==> config.mk <==
export PLATFORM = sky130hd
export DESIGN_NAME = bcp_back
export DESIGN_NICKNAME = d
export VERILOG_FILES = /design/src/rtl/core/bcp_pkg.sv /design/src/rtl/core/bcp_back.sv
export SDC_FILE = /design/constraint.sdc
export NUM_CORES = 2
export LEC_CHECK = 0
export BUFFER_PORTS_ARGS = -buffer_cell sky130_fd_sc_hd__buf_2
export CORE_AREA = 2 2 269 205
export CTS_CLUSTER_SIZE = 40
export DETAILED_ROUTE_END_ITERATION = 8
export DIE_AREA = 0 0 271 207
export PLACE_DENSITY = 0.83
export SETUP_SLACK_MARGIN = 0.2
export SLEW_MARGIN = 25
export SYNTH_ARGS = -nofsm -noshare
export SYNTH_HDL_FRONTEND = slang
export SYNTH_SLANG_ARGS = --single-unit
==> constraint.sdc <==
create_clock -name clock -period 10.8 [get_ports clock]
set_input_delay 0.54 -clock clock [delete_from_list [all_inputs] [get_ports clock]]
set_output_delay 0.54 -clock clock [all_outputs]
set_load 0.02 [all_outputs]
==> src/rtl/core/bcp_pkg.sv <==
// Shared types and helpers for the barometric sensor compensation pipeline.
// No dependencies.
package bcp_pkg;

   localparam int CsrIndexWidth = 2;
   localparam logic [1:0] CsrCalA = 2'd0;
   localparam logic [1:0] CsrCalB = 2'd1;
   localparam logic [1:0] CsrCalC = 2'd2;
   localparam logic [1:0] CsrOss  = 2'd3;

   typedef struct packed {
      logic [15:0] raw_temperature;
      logic [23:0] raw_pressure;
   } req_type;

   typedef struct packed {
      logic signed [15:0] temperature_tenths;
      logic [19:0]        pressure_pa;
      logic               divide_fault;
   } rsp_type;

   typedef struct packed {
      logic signed [15:0] ac1;
      logic signed [15:0] ac2;
      logic signed [15:0] ac3;
      logic [15:0]        ac4;
      logic [15:0]        ac5;
      logic [15:0]        ac6;
      logic signed [15:0] b1;
      logic signed [15:0] b2;
      logic signed [15:0] mc;
      logic signed [15:0] md;
      logic [1:0]         oss;
   } cal_type;

   // sideband that rides along a divider
   typedef struct packed {
      logic               fault;
      logic               neg;
      logic signed [31:0] x;
      logic signed [15:0] t;
      logic [23:0]        rp;
   } side_type;

   // signed divide by 2^k, truncating toward zero
   function automatic logic signed [31:0] tdiv(input logic signed [31:0] x, input int k);
      logic signed [31:0] bias;
      bias = x[31] ? ((32'sd1 <<< k) - 32'sd1) : 32'sd0;
      return (x + bias) >>> k;
   endfunction

   function automatic logic signed [31:0] sx16(input logic signed [15:0] v);
      return {{16{v[15]}}, v};
   endfunction

endpackage

==> src/rtl/core/bcp_back.sv <==
// Back end: pressure correction polynomial, clamps and the result register.
// Uses bcp_pkg.
module bcp_back import bcp_pkg::*; (
   input  logic        clock,
   input  logic        reset,
   input  logic        in_valid,
   input  logic [31:0] in_quo,
   input  side_type    in_side,
   output logic        out_strobe,
   output rsp_type     out_word
);

   logic [3:1]         v_ff;
   logic [3:1]         f_ff;
   logic signed [15:0] t_ff [1:3];
   logic signed [31:0] p_ff [1:3];
   logic signed [31:0] sqj_ff, m7j_ff, m3k_ff, x2k_ff, suml_ff;
   logic               strobe_ff;
   rsp_type            word_ff;

   logic signed [31:0] p_in, q8_in, pf_in;

   assign p_in  = in_side.neg ? $signed({in_quo[30:0], 1'b0}) : $signed(in_quo);
   assign q8_in = tdiv(p_in, 8);
   assign pf_in = p_ff[3] + tdiv(suml_ff, 4);

   always_ff @(posedge clock) begin
      if (reset) begin
         v_ff      <= '0;
         strobe_ff <= 1'b0;
      end else begin
         v_ff      <= {v_ff[2:1], in_valid};
         strobe_ff <= v_ff[3];
      end
      f_ff    <= {f_ff[2:1], in_side.fault};
      t_ff[1] <= in_side.t;
      t_ff[2] <= t_ff[1];
      t_ff[3] <= t_ff[2];
      p_ff[1] <= p_in;
      p_ff[2] <= p_ff[1];
      p_ff[3] <= p_ff[2];
      sqj_ff  <= q8_in * q8_in;
      m7j_ff  <= -32'sd7357 * p_in;
      m3k_ff  <= sqj_ff * 32'sd3038;
      x2k_ff  <= tdiv(m7j_ff, 16);
      suml_ff <= tdiv(m3k_ff, 16) + x2k_ff + 32'sd3791;
      if (f_ff[3]) begin
         word_ff <= '{temperature_tenths: '0, pressure_pa: '0, divide_fault: 1'b1};
      end else begin
         word_ff.temperature_tenths <= t_ff[3];
         word_ff.pressure_pa <= pf_in[31] ? 20'd0 :
                                (pf_in > 32'sd1048575) ? 20'hfffff : pf_in[19:0];
         word_ff.divide_fault <= 1'b0;
      end
   end

   assign out_strobe = strobe_ff;
   assign out_word   = word_ff;

endmodule

==> flow_metrics.tcl <==
set metrics [dict create \
    synth.most_common_cell "inv_1" \
    drt_wl_total_um 79700 \
    tightest_slew_ns 0.943 \
    drc_errors 0 \
    critical_path.most_common_cell "inv_1" \
    cts_setup_buffers 0 \
    cts_sinks 313 \
    worst_setup_path_end_kind "register" \
    ant_nets 0 \
    synth-main-ff-cell "dfxtp_1" \
    yosysTopAreaCell "fa_1" \
    max_freq_mhz 103 \
    cts_made_buffers 31 \
    die_y_um 207 \
    place.gp.congestion 0.964 \
    htreeDepth 1 \
    critPathRequiredTime_ns 11.30 \
    period_minus_slack_ns 9.68 \
    max_cap_violations 0 \
    ys_warn_count 0 \
    ys_ff_latch 313 \
    synth_top_area_frac 0.317 \
    skew_ns 0.0194 \
    area_growth_pct 6.92 \
    setup-tns-final_ns 0 \
    clk-insertion-delay-late_ns 0.56 \
    arrival_ns 10.18 \
    async_flop_share 0 \
    hold_buffers 0 \
    timing.final.hold_violations 0 \
    hold_path_class "in -> reg" \
    status "finished, final reports clean" \
    path_buf_inv 9 \
    dr.pass1.iters 5 \
    grt_max_degree 38 \
    die-area_um2 56100 \
    synth_area_um2 34500 \
    fp.dieW_um 271 \
    yosys-top-cells-area "fa_1 32%, dfxtp_1 18%, ha_1 16%" \
    dr_total_vias 24300 \
    antenna_found_initial 6 \
    antenna_cells 0 \
    viasPerCell 5.50 \
    max-slew-margin-rel 0.367 \
    start_kind "primary input" \
    grt_usage 0.298 \
    cts_root_buffer "clkbuf_16" \
    synth-edff-count 0 \
    clk_pin_slew_ns 0.07 \
    grt_setup_unrepaired "no" \
    drive_gt1_frac 0.0571 \
    worst_path_max_delay_cell "fa_1" \
    clockBufferDepth 3 \
    drt_iter0_markers 1767 \
    grt_pass1_wl_um 133000 \
    layout.nets 4773 \
    wl_per_cell_um 18.1 \
    start_util 0.643 \
    core_area_um2 53600 \
    setup_viol 0 \
    fin_crit_sh 0.897 \
    cp_max_fo 24 \
    postSynthCellCount 3562 \
    pin_count 147 \
    grt_pass1_vias 26000 \
    cpPeakStageDelay_ns 0.55 \
    critPathKind "in -> reg" \
    cts_tree "built" \
    synth_cell_type_count 81 \
    critical-path-top-delay-family "adder cells" \
    portBuffers 90 \
    dp_hpwl_um 66900 \
    report.final.slew_viol_count 0 \
    synthTopCellsByCount "918 x inv_1, 546 x fa_1, 447 x ha_1, 313 x dfxtp_1, 194 x nor2_1" \
    avgSynthCellArea_um2 9.68 \
    ys_seq_area_frac 0.182 \
    rows 74 \
    cts_resized 0 \
    overflow 0 \
]
## sequential cells by signal, indices dropped and copies added (netlist names)
register    cells
out_word       37
x2k_ff         16
suml_ff        18
p_ff           95
m7j_ff         32
sqj_ff         30
f_ff            3
m3k_ff         30
t_ff           48
v_ff            3
out_strobe      1
## layout by cell type (no fill, tap or decap), types with 27 or more instances in the layout
master and instances:
nor2_1 194, xor2_1 55, fa_1 546, dfxtp_1 312, nand3_1 44, buf_4 32, nand2_1 193, a21o_1 54
nor3_1 27, o21ai_0 65, inv_1 918, buf_2 90, clkbuf_16 31, xnor2_1 173, mux2i_1 33, a21oi_1 107
nor2b_1 37, ha_1 447
## stage by stage
step	hold WS, ns	setup WS [ns]	cells	utilization	area, µm²
after floorplan	0.310	1.33	3564	-	34500
after global placement	0.309	0.822	4359	0.669	35900
after detailed placement	0.312	0.611	4359	0.669	35900
after CTS	0.0615	1.19	4414	0.688	36900
after global routing	0.0645	0.436	4415	0.688	36900
final	0.0849	1.12	4415	0.688	36900
## worst paths after layout
check / from / to / slack (ns) / cells past startpoint
setup / recovery: in_side[72] / sqj_ff[29] / 1.12 / 33
hold reg to reg: p_ff[0][84] / p_ff[0][116] / 0.33 / 0
setup reg to reg: m3k_ff[31] / suml_ff[30] / 5.04 / 24
hold / removal: in_side[32] / t_ff[1][8] / 0.08 / 1
## worst register-to-register path, delay by kind of cell (launching register included)
family                   cells  cell delay (ns)
buffers and inverters        2             0.13
AND/OR/NAND/NOR              4             0.89
adder cells (fa/ha/maj)      4             1.00
flip-flops                   1             0.83
XOR/XNOR                     1             0.23
AO/OA/AOI/OAI               13             2.57
## cell type report
| class | instances | area (µm²) |
|---|---|---|
| multi-input combinational | 2283 | 24600 |
| inverter | 920 | 3450 |
| clock buffer | 39 | 836 |
| tap | 722 | 903 |
| timing repair buffer | 122 | 691 |
| fill | 3928 | 16700 |
| clock inverter | 16 | 154 |
| sequential | 313 | 6270 |
## logic make-up (layout without fill, tap and decap cells)
family,count (synthesis),in the layout,share of synthesized area
other,2,4,0.000218
adders and majority gates,993,993,0.479
muxes,33,33,0.00958
DFF,313,313,0.182
AOI/OAI and AO/OA,413,413,0.0809
and+or+nand+nor,606,606,0.0818
buffers and inverters,968,1097,0.106
xor gates and xnor gates,234,234,0.0605
## layer usage
| layer | wire length [µm] | vias to the layer above | global-route usage |
|---|---|---|---|
| met5 | 40 | - | 0 |
| met4 | 1580 | 6 | 0.0572 |
| met3 | 8460 | 136 | 0.0788 |
| met2 | 35000 | 1043 | 0.464 |
| met1 | 34700 | 11800 | 0.423 |
| li1 | - | 11300 | - |
Power is not shown: default switching activity piles up to over one toggle a cycle in this logic, so the estimate is an artifact.
