**src/rtl/core/bcp_pkg.sv**
```systemverilog
// Shared types and helpers for the barometric sensor compensation pipeline.
// No dependencies.
package bcp_pkg;

   localparam int CsrIndexWidth = 2;
   localparam logic [1:0] CsrCalA = 2'd0;
   localparam logic [1:0] CsrCalB = 2'd1;
   localparam logic [1:0] CsrCalC = 2'd2;
   localparam logic [1:0] CsrOss  = 2'd3;

   typedef struct packed {
      logic [15:0] raw_temperature;
      logic [23:0] raw_pressure;
   } req_type;

   typedef struct packed {
      logic signed [15:0] temperature_tenths;
      logic [19:0]        pressure_pa;
      logic               divide_fault;
   } rsp_type;

   typedef struct packed {
      logic signed [15:0] ac1;
      logic signed [15:0] ac2;
      logic signed [15:0] ac3;
      logic [15:0]        ac4;
      logic [15:0]        ac5;
      logic [15:0]        ac6;
      logic signed [15:0] b1;
      logic signed [15:0] b2;
      logic signed [15:0] mc;
      logic signed [15:0] md;
      logic [1:0]         oss;
   } cal_type;

   // sideband that rides along a divider
   typedef struct packed {
      logic               fault;
      logic               neg;
      logic signed [31:0] x;
      logic signed [15:0] t;
      logic [23:0]        rp;
   } side_type;

   // signed divide by 2^k, truncating toward zero
   function automatic logic signed [31:0] tdiv(input logic signed [31:0] x, input int k);
      logic signed [31:0] bias;
      bias = x[31] ? ((32'sd1 <<< k) - 32'sd1) : 32'sd0;
      return (x + bias) >>> k;
   endfunction

   function automatic logic signed [31:0] sx16(input logic signed [15:0] v);
      return {{16{v[15]}}, v};
   endfunction

endpackage

```
**src/rtl/core/bcp_front.sv**
```systemverilog
// Raw temperature front end: X1 and the temperature divisor, feeding divider one.
// Uses bcp_pkg.
module bcp_front import bcp_pkg::*; (
   input  logic        clock,
   input  logic        reset,
   input  logic        in_valid,
   input  req_type     in_word,
   input  cal_type     cal,
   output logic        div_valid,
   output logic [31:0] div_num,
   output logic [31:0] div_den,
   output side_type    div_side
);

   logic               v1_ff, v2_ff, v3_ff;
   logic signed [31:0] a1_ff;
   logic [23:0]        rp1_ff, rp2_ff;
   logic signed [31:0] m2_ff;
   logic [31:0]        num3_ff, den3_ff;
   side_type           side3_ff;

   logic signed [31:0] x1_in, den_in, numv_in;

   assign x1_in   = m2_ff >>> 15;
   assign den_in  = x1_in + sx16(cal.md);
   assign numv_in = {{5{cal.mc[15]}}, cal.mc, 11'b0};

   always_ff @(posedge clock) begin
      if (reset) begin
         v1_ff <= 1'b0;
         v2_ff <= 1'b0;
         v3_ff <= 1'b0;
      end else begin
         v1_ff <= in_valid;
         v2_ff <= v1_ff;
         v3_ff <= v2_ff;
      end
      a1_ff  <= {16'b0, in_word.raw_temperature} - {16'b0, cal.ac6};
      rp1_ff <= in_word.raw_pressure;
      m2_ff  <= a1_ff * $signed({16'b0, cal.ac5});
      rp2_ff <= rp1_ff;
      num3_ff <= numv_in[31] ? 32'(-numv_in) : numv_in;
      den3_ff <= den_in[31] ? 32'(-den_in) : den_in;
      side3_ff.fault <= (den_in == 32'sd0);
      side3_ff.neg   <= numv_in[31] ^ den_in[31];
      side3_ff.x     <= x1_in;
      side3_ff.t     <= '0;
      side3_ff.rp    <= rp2_ff;
   end

   assign div_valid = v3_ff;
   assign div_num   = num3_ff;
   assign div_den   = den3_ff;
   assign div_side  = side3_ff;

endmodule

```
**config.mk**
```make
export PLATFORM = sky130hd
export DESIGN_NAME = bcp_front
export DESIGN_NICKNAME = d
export VERILOG_FILES = /design/src/rtl/core/bcp_pkg.sv /design/src/rtl/core/bcp_front.sv
export SDC_FILE = /design/constraint.sdc
export NUM_CORES = 1
export LEC_CHECK = 0
export BUFFER_PORTS_ARGS = -buffer_cell sky130_fd_sc_hd__buf_2
export CAP_MARGIN = 20
export CORE_MARGIN = 8
export CORE_UTILIZATION = 50
export DETAILED_ROUTE_END_ITERATION = 10
export GPL_TIMING_DRIVEN = 0
export PLACE_DENSITY = 0.74
export SYNTH_ARGS = -nofsm -noshare
export SYNTH_HDL_FRONTEND = slang
export SYNTH_SLANG_ARGS = --single-unit
```
**constraint.sdc**
```tcl
create_clock -name clock -period 21 [get_ports clock]
set_input_delay 4.2 -clock clock [delete_from_list [all_inputs] [get_ports clock]]
set_output_delay 4.2 -clock clock [all_outputs]
set_load 0.005 [all_outputs]
```
==> results.md, run 1 <==
* Outcome: finished, final reports clean
* Setup TNS at 0 ns
* Max Clock Freq at 97.11 MHz
* First-pass GRT wire length at 63.40 mm
* Largest family of logic cells by synthesized area: adder cells
* Starting Density at 50.77%
* Die area at 0.03802 mm^2
* Most frequent cells after synthesis: 370 x inv_1, 267 x fa_1, 181 x dfxtp_1
* RSZ-0062 raised after global routing: false
* Count of final setup violators at 0
* Worst R2R End: m2_ff[29]
* Share of layout cells above drive strength 1 at 15.77%
* R2r worst-path depth at 19
* Worst Tran Pin Value at 1.000 ns
* Asr flop ratio synth at 0%
* FF-to-FF setup slack at 14.22 ns
* CP dominant cell by count: fa_1
* Area Growth Syn to Fin at 14.77%
* CTS H-Tree Depth at 4
* Mapped Area at 0.01602 mm^2
* WP data arrival at 10.66 ns
* Gr ovfl total at 0
* Slowest stage delay, CP at 0.56 ns
* FF+latch area at 0.003623 mm^2
* Post-route minimum period at 10.30 ns
* Cts hold-fix bufs at 0
* Slowest CP cell: fa_1
* CP startpoint: cal[92]
* Num CTS Buffers at 17
* Final HPWL DP at 32.03 mm
* WL per Instance at 16.13 um
* Core Area at 0.03156 mm^2
* Post-synth EDFFs at 0
* CP top delay family: adder cells
* Ys flop type: dfxtp_1
* Synth warn at 0
* Max_cap viols at 0
* Worst-path clk slew at 0.08 ns
* Synth Area in Compound Gates at 5.889%
* Seq/Total Area, Yosys at 22.62%
* CTS root buffer: clkbuf_16
* Initial antenna violation count at 0
* RD Place Congestion at 0.9236
* Area occupied by multi-input gates at 0.01069 mm^2
* Min Hold Slack at 0.3257 ns
* Ant. Diodes at 0
* Via density at 4.909
* Vias in the first global route at 12530
* Avg Inst Size Synth at 9.720 um^2
* Xor and xnor fraction of the mapped netlist area at 4.476%
* Skew final at 0.01482 ns
* Hold violation count in the final report at 0
* Post-synth top area share at 33.37%
* Simple logic cell fraction of the synthesized area at 12.88%
* Initial DRC count at 571
* Crit Reg-Reg Startpoint: a1_ff[16]
* Hold Path Origin: rp1_ff[11]
* Synth area leader: fa_1
* Die X at 195.0 um
* Startpoint types: input port
* Final period util at 49.03%
* Layout Nets at 2514
* Crit-path cells: clkbuf_1 > clkbuf_1 > nand2_1 > fa_1 > inv_1 > fa_1 > fa_1 > fa_1 > fa_1 > inv_1 > fa_1 > inv_1 > ha_1 > a21o_1 > a21o_1 > a221o_1 > a32oi_1 > o21ai_0 > o22ai_1 > xnor2_1
* Dpl cell area at 0.01777 mm^2
* Worst Setup Path Type: in -> reg
* Most common cell in the netlist: inv_1
* CTS Sinks at 181
* Worst min path class: reg -> reg
* IO Pins at 344
* Residual DRC count at 0
* Post-CTS setup buffers at 0
* Via count at 11500
* Distinct cell type count after synthesis at 69
* Die height at 195.0 um
* Worst path required time at 21.36 ns
* Mux cell area share after synthesis at 0.06249%
* Number of synthesized register bits at 181
* Drt first pass iters at 5
* Slew HR at 32.49%
* Hold Crit Depth at 0
* GRT Total Usage at 20.52%
* Cell Rows at 65
* Post-Synthesis Cells at 1648
* Post-route ant nets at 0
* Clock Path Buffers at 2
* Post-cts resize count at 0
* Clk Latency, worst-skew pair at 0.44 ns
* Port Buf Inserts at 215
* Max-slew violations at 0
* Post-route cell area at 0.01839 mm^2
* Fillers at 2684
* Post-Route WL at 37.77 mm
* Largest net degree at the start of global routing at 22
* Post-Synth Adder-Cell Area at 42.35%
* Largest cells by area after synthesis: fa_1 33%, dfxtp_1 23%, ha_1 9.0%, inv_1 8.7%, and2_1 5.0%
* CTS tree: done
* Crit path buf inv count at 5
* Worst Setup End Kind: flop
* Worst hold path endpoint: rp2_ff[11]
* Max FO, Critical Path at 10
-- registers in the layout, summed over array words and instances (netlist names) --
signal	flops
div_num	21
div_den	32
rp1_ff	24
div_side	43
v1_ff	1
rp2_ff	24
a1_ff	17
m2_ff	17
div_valid	1
v2_ff	1
-- metrics by stage --
step	util, %	instances	setup slack, ns
2_1_floorplan	-	1693	11.19
3_3_place_gp	56.30	2310	10.26
3_5_place_dp	56.30	2310	10.26
4_1_cts	58.26	2342	10.72
5_1_grt	58.26	2342	10.41
6_report	58.26	2342	10.70
-- layout by cell type (no fill, tap or decap), drive strengths merged, types with 7 or more instances in the layout --
master	instances
conb	46
buf	260
xor2	27
nand3	10
o21ai	27
o31ai	10
ha	115
and3	8
inv	379
o211ai	7
and2	129
nand2	175
fa	267
a21o	16
nor2b	10
nor3	15
nor2	23
a21oi	34
clkbuf	57
xnor2	54
dfxtp	181
or3	9
-- cells by family (layout without fill, tap and decap cells) --
kind of cell,Yosys count,in the layout
buf+inv,455,702
simple gates,407,407
fa+ha+maj,382,382
flops,181,181
compound gates,140,140
xor+xnor,81,81
other cells,1,46
mux,1,1
-- how the worst max path moves through the flow --
stage                     cells past startpoint   endpoint  slack [ns]
after CTS                                    20  m2_ff[29]       10.72
after global placement                       20  m2_ff[29]       10.26
after floorplan                              20  m2_ff[31]       11.19
final                                        20  m2_ff[29]       10.70
after detailed placement                     20  m2_ff[29]       10.26
after global routing                         20  m2_ff[31]       10.41
-- layer usage --
layer / up-vias / routed length [um] / global-route usage, %
li1: 5434 / - / -
met1: 5578 / 16340 / 25.98
met2: 428 / 17690 / 35.03
met3: 56 / 3009 / 4.883
met4: 0 / 731 / 5.081
met5: - / 0 / 0
-- worst reg2reg max path, delay by kind of cell (launching register included) --
kind / cells / cell delay [ns]
buf+inv: 4 / 0.64
compound gates: 6 / 1.58
xor+xnor: 1 / 0.14
flops: 1 / 0.45
simple gates: 1 / 0.20
fa+ha+maj: 7 / 3.71
-- layout make-up --
| class | count | area share, % |
|---|---|---|
| Multi-Input combinational cell | 1057 | 58.15 |
| Clock inverter | 15 | 1.048 |
| Timing Repair Buffer | 215 | 5.853 |
| Clock buffer | 17 | 2.314 |
| Sequential cell | 181 | 19.71 |
| Tap cell | 402 | 2.736 |
| Inverter | 370 | 7.554 |
| Buffer | 85 | 2.641 |
Power of run 1 is left out: the tool's default activity adds up to more than one toggle a clock period on the data nets, which glitch-free logic cannot reach.
==> inputs of run 2 (changes only) <==
--- a/config.mk
+++ b/config.mk
@@ -11,7 +11,7 @@
 export CORE_UTILIZATION = 50
 export DETAILED_ROUTE_END_ITERATION = 10
 export GPL_TIMING_DRIVEN = 0
-export PLACE_DENSITY = 0.74
+export PLACE_DENSITY = 0.77
 export SYNTH_ARGS = -nofsm -noshare
 export SYNTH_HDL_FRONTEND = slang
 export SYNTH_SLANG_ARGS = --single-unit
==> constraint.sdc (replaced) <==
create_clock -name clock -period 9.26 [get_ports clock]
set_input_delay 1.852 -clock clock [delete_from_list [all_inputs] [get_ports clock]]
set_output_delay 1.852 -clock clock [all_outputs]
set_load 0.005 [all_outputs]
==> run 2 against run 1 <==
Compared with the run above: worst hold slack got worse by 0.0019 ns; utilization decreased by 0.099 points; die area unchanged; setup slack got worse by 9.6 ns; cell count unchanged; critical path depth unchanged; non-clock buffer count unchanged; global-route usage increased by 0.14 points.
==> results.md, run 2 (synthesized netlist as in run 1, its figures left out) <==
* Gr ovfl total at 0
* WP data arrival at 8.52 ns
* Slew HR at 37.20%
* Worst-path clk slew at 0.08 ns
* Largest net degree at the start of global routing at 19
* Worst Tran Pin Value at 0.9302 ns
* CP dominant cell by count: fa_1
* RD Place Congestion at 0.8976
* Largest register FFs at 43
* Outcome: finished, final reports clean
* Slowest stage delay, CP at 0.59 ns
* Die area at 0.03802 mm^2
* Via density at 4.944
* Most frequent cells in the layout: 370 x inv_1, 267 x fa_1, 216 x buf_2
* Final HPWL DP at 32.03 mm
* Post-cts resize count at 0
* Clock Path Buffers at 2
* Crit-path cells: clkbuf_1 > clkbuf_1 > nand2_1 > fa_1 > inv_1 > fa_1 > fa_1 > fa_1 > fa_1 > inv_1 > fa_1 > inv_1 > ha_1 > a21o_1 > a21o_1 > a221o_1 > a32oi_1 > o211ai_1 > a31oi_1 > xnor2_1
* RSZ-0062 raised after global routing: false
* Initial DRC count at 593
* Hold violation count in the final report at 0
* Max-slew violations at 0
* Die height at 195.0 um
* Worst path required time at 9.65 ns
* Cts hold-fix bufs at 0
* CTS H-Tree Depth at 4
* Ant. Diodes at 0
* Port Buf Inserts at 215
* CTS root buffer: clkbuf_16
* Final period util at 87.79%
* Post-CTS setup buffers at 0
* Worst Setup Path Type: in -> reg
* Num CTS Buffers at 17
* Residual DRC count at 0
* CTS tree: done
* Post-route minimum period at 8.130 ns
* First-pass GRT wire length at 63.23 mm
* Layout Nets at 2514
* Worst Setup End Kind: flop
* GRT Total Usage at 20.67%
* Count of final setup violators at 0
* Clk Latency, worst-skew pair at 0.45 ns
* CTS Sinks at 181
* Setup TNS at 0 ns
* Starting Density at 50.77%
* Vias in the first global route at 12410
* Die X at 195.0 um
* Post-route ant nets at 0
* Place WS at 0.7438 ns
* Max_cap viols at 0
* Drt first pass iters at 5
* Share of layout cells above drive strength 1 at 15.72%
* WL per Instance at 16.36 um
* Post-Route WL at 38.33 mm
* Worst min path class: reg -> reg
* Cell Rows at 65
* Max FO, Critical Path at 10
* Core Area at 0.03156 mm^2
* Slowest CP cell: fa_1
* IO Pins at 344
* Fillers at 2646
* Final worst slack at 1.130 ns
* Startpoint types: input port
* Via count at 11580
* Max Clock Freq at 123.0 MHz
* Leading cell type in the layout, fill and taps excluded: inv_1
* Area Growth Syn to Fin at 14.58%
* Skew final at 0.01429 ns
* Initial antenna violation count at 0
-- run 2: cell types whose count changed in the layout (fill, tap and decap cells not counted) --
cell        change
bufinv_16       +1
clkbuf_1        +1
clkinv_2        +3
clkinv_4        -1
clkinv_8        -2
clkinvlp_4      -1
inv_12          -3
inv_6           +2
-- run 2: cell type report --
type                       instances  area [um^2]  area share (%)
multi-input combinational       1057        10690           58.25
sequential                       181         3623           19.74
inverter                         370         1389           7.567
timing repair buffer             215         1076           5.863
tap                              402        503.0           2.740
buffer                            85        485.5           2.645
clock buffer                      18        429.2           2.338
clock inverter                    14        157.7          0.8590
-- run 2: worst paths after layout --
check	from	slack [ns]	cells past startpoint	end
min reg2reg	rp1_ff[16]	0.32	0	rp2_ff[16]
max reg2reg	a1_ff[16]	2.40	19	m2_ff[31]
max	cal[92]	1.13	20	m2_ff[31]
min	rp1_ff[16]	0.32	0	rp2_ff[16]
-- run 2: per-layer routing --
| metal | vias to the layer above | track usage, % | routed length [um] |
|---|---|---|---|
| li1 | 5439 | - | - |
| met1 | 5580 | 25.32 | 16100 |
| met2 | 502 | 35.03 | 18070 |
| met3 | 59 | 6.087 | 3384 |
| met4 | 0 | 5.867 | 778 |
| met5 | - | 0 | 0 |
-- run 2: critical path: cells and delay by family --
kind	cells	cell delay, ns
AO/OA/AOI/OAI	6	1.63
buffers and inverters	5	1.12
AND/OR/NAND/NOR	1	0.19
XOR/XNOR	1	0.13
adder cells (fa/ha/maj)	7	3.60
-- run 2: through the flow --
stage / cells / area, um^2 / hold slack, ns / utilization, %
6_report: 2342 / 18350 / 0.3237 / 58.16
5_1_grt: 2342 / 18350 / 0.3322 / 58.16
4_1_cts: 2342 / 18350 / 0.3262 / 58.16
3_5_place_dp: 2310 / 17770 / 0.3121 / 56.30
3_3_place_gp: 2310 / 17770 / 0.3097 / 56.30
2_1_floorplan: 1693 / 16190 / 0.3096 / -
Power of run 2 is left out for the same reason.
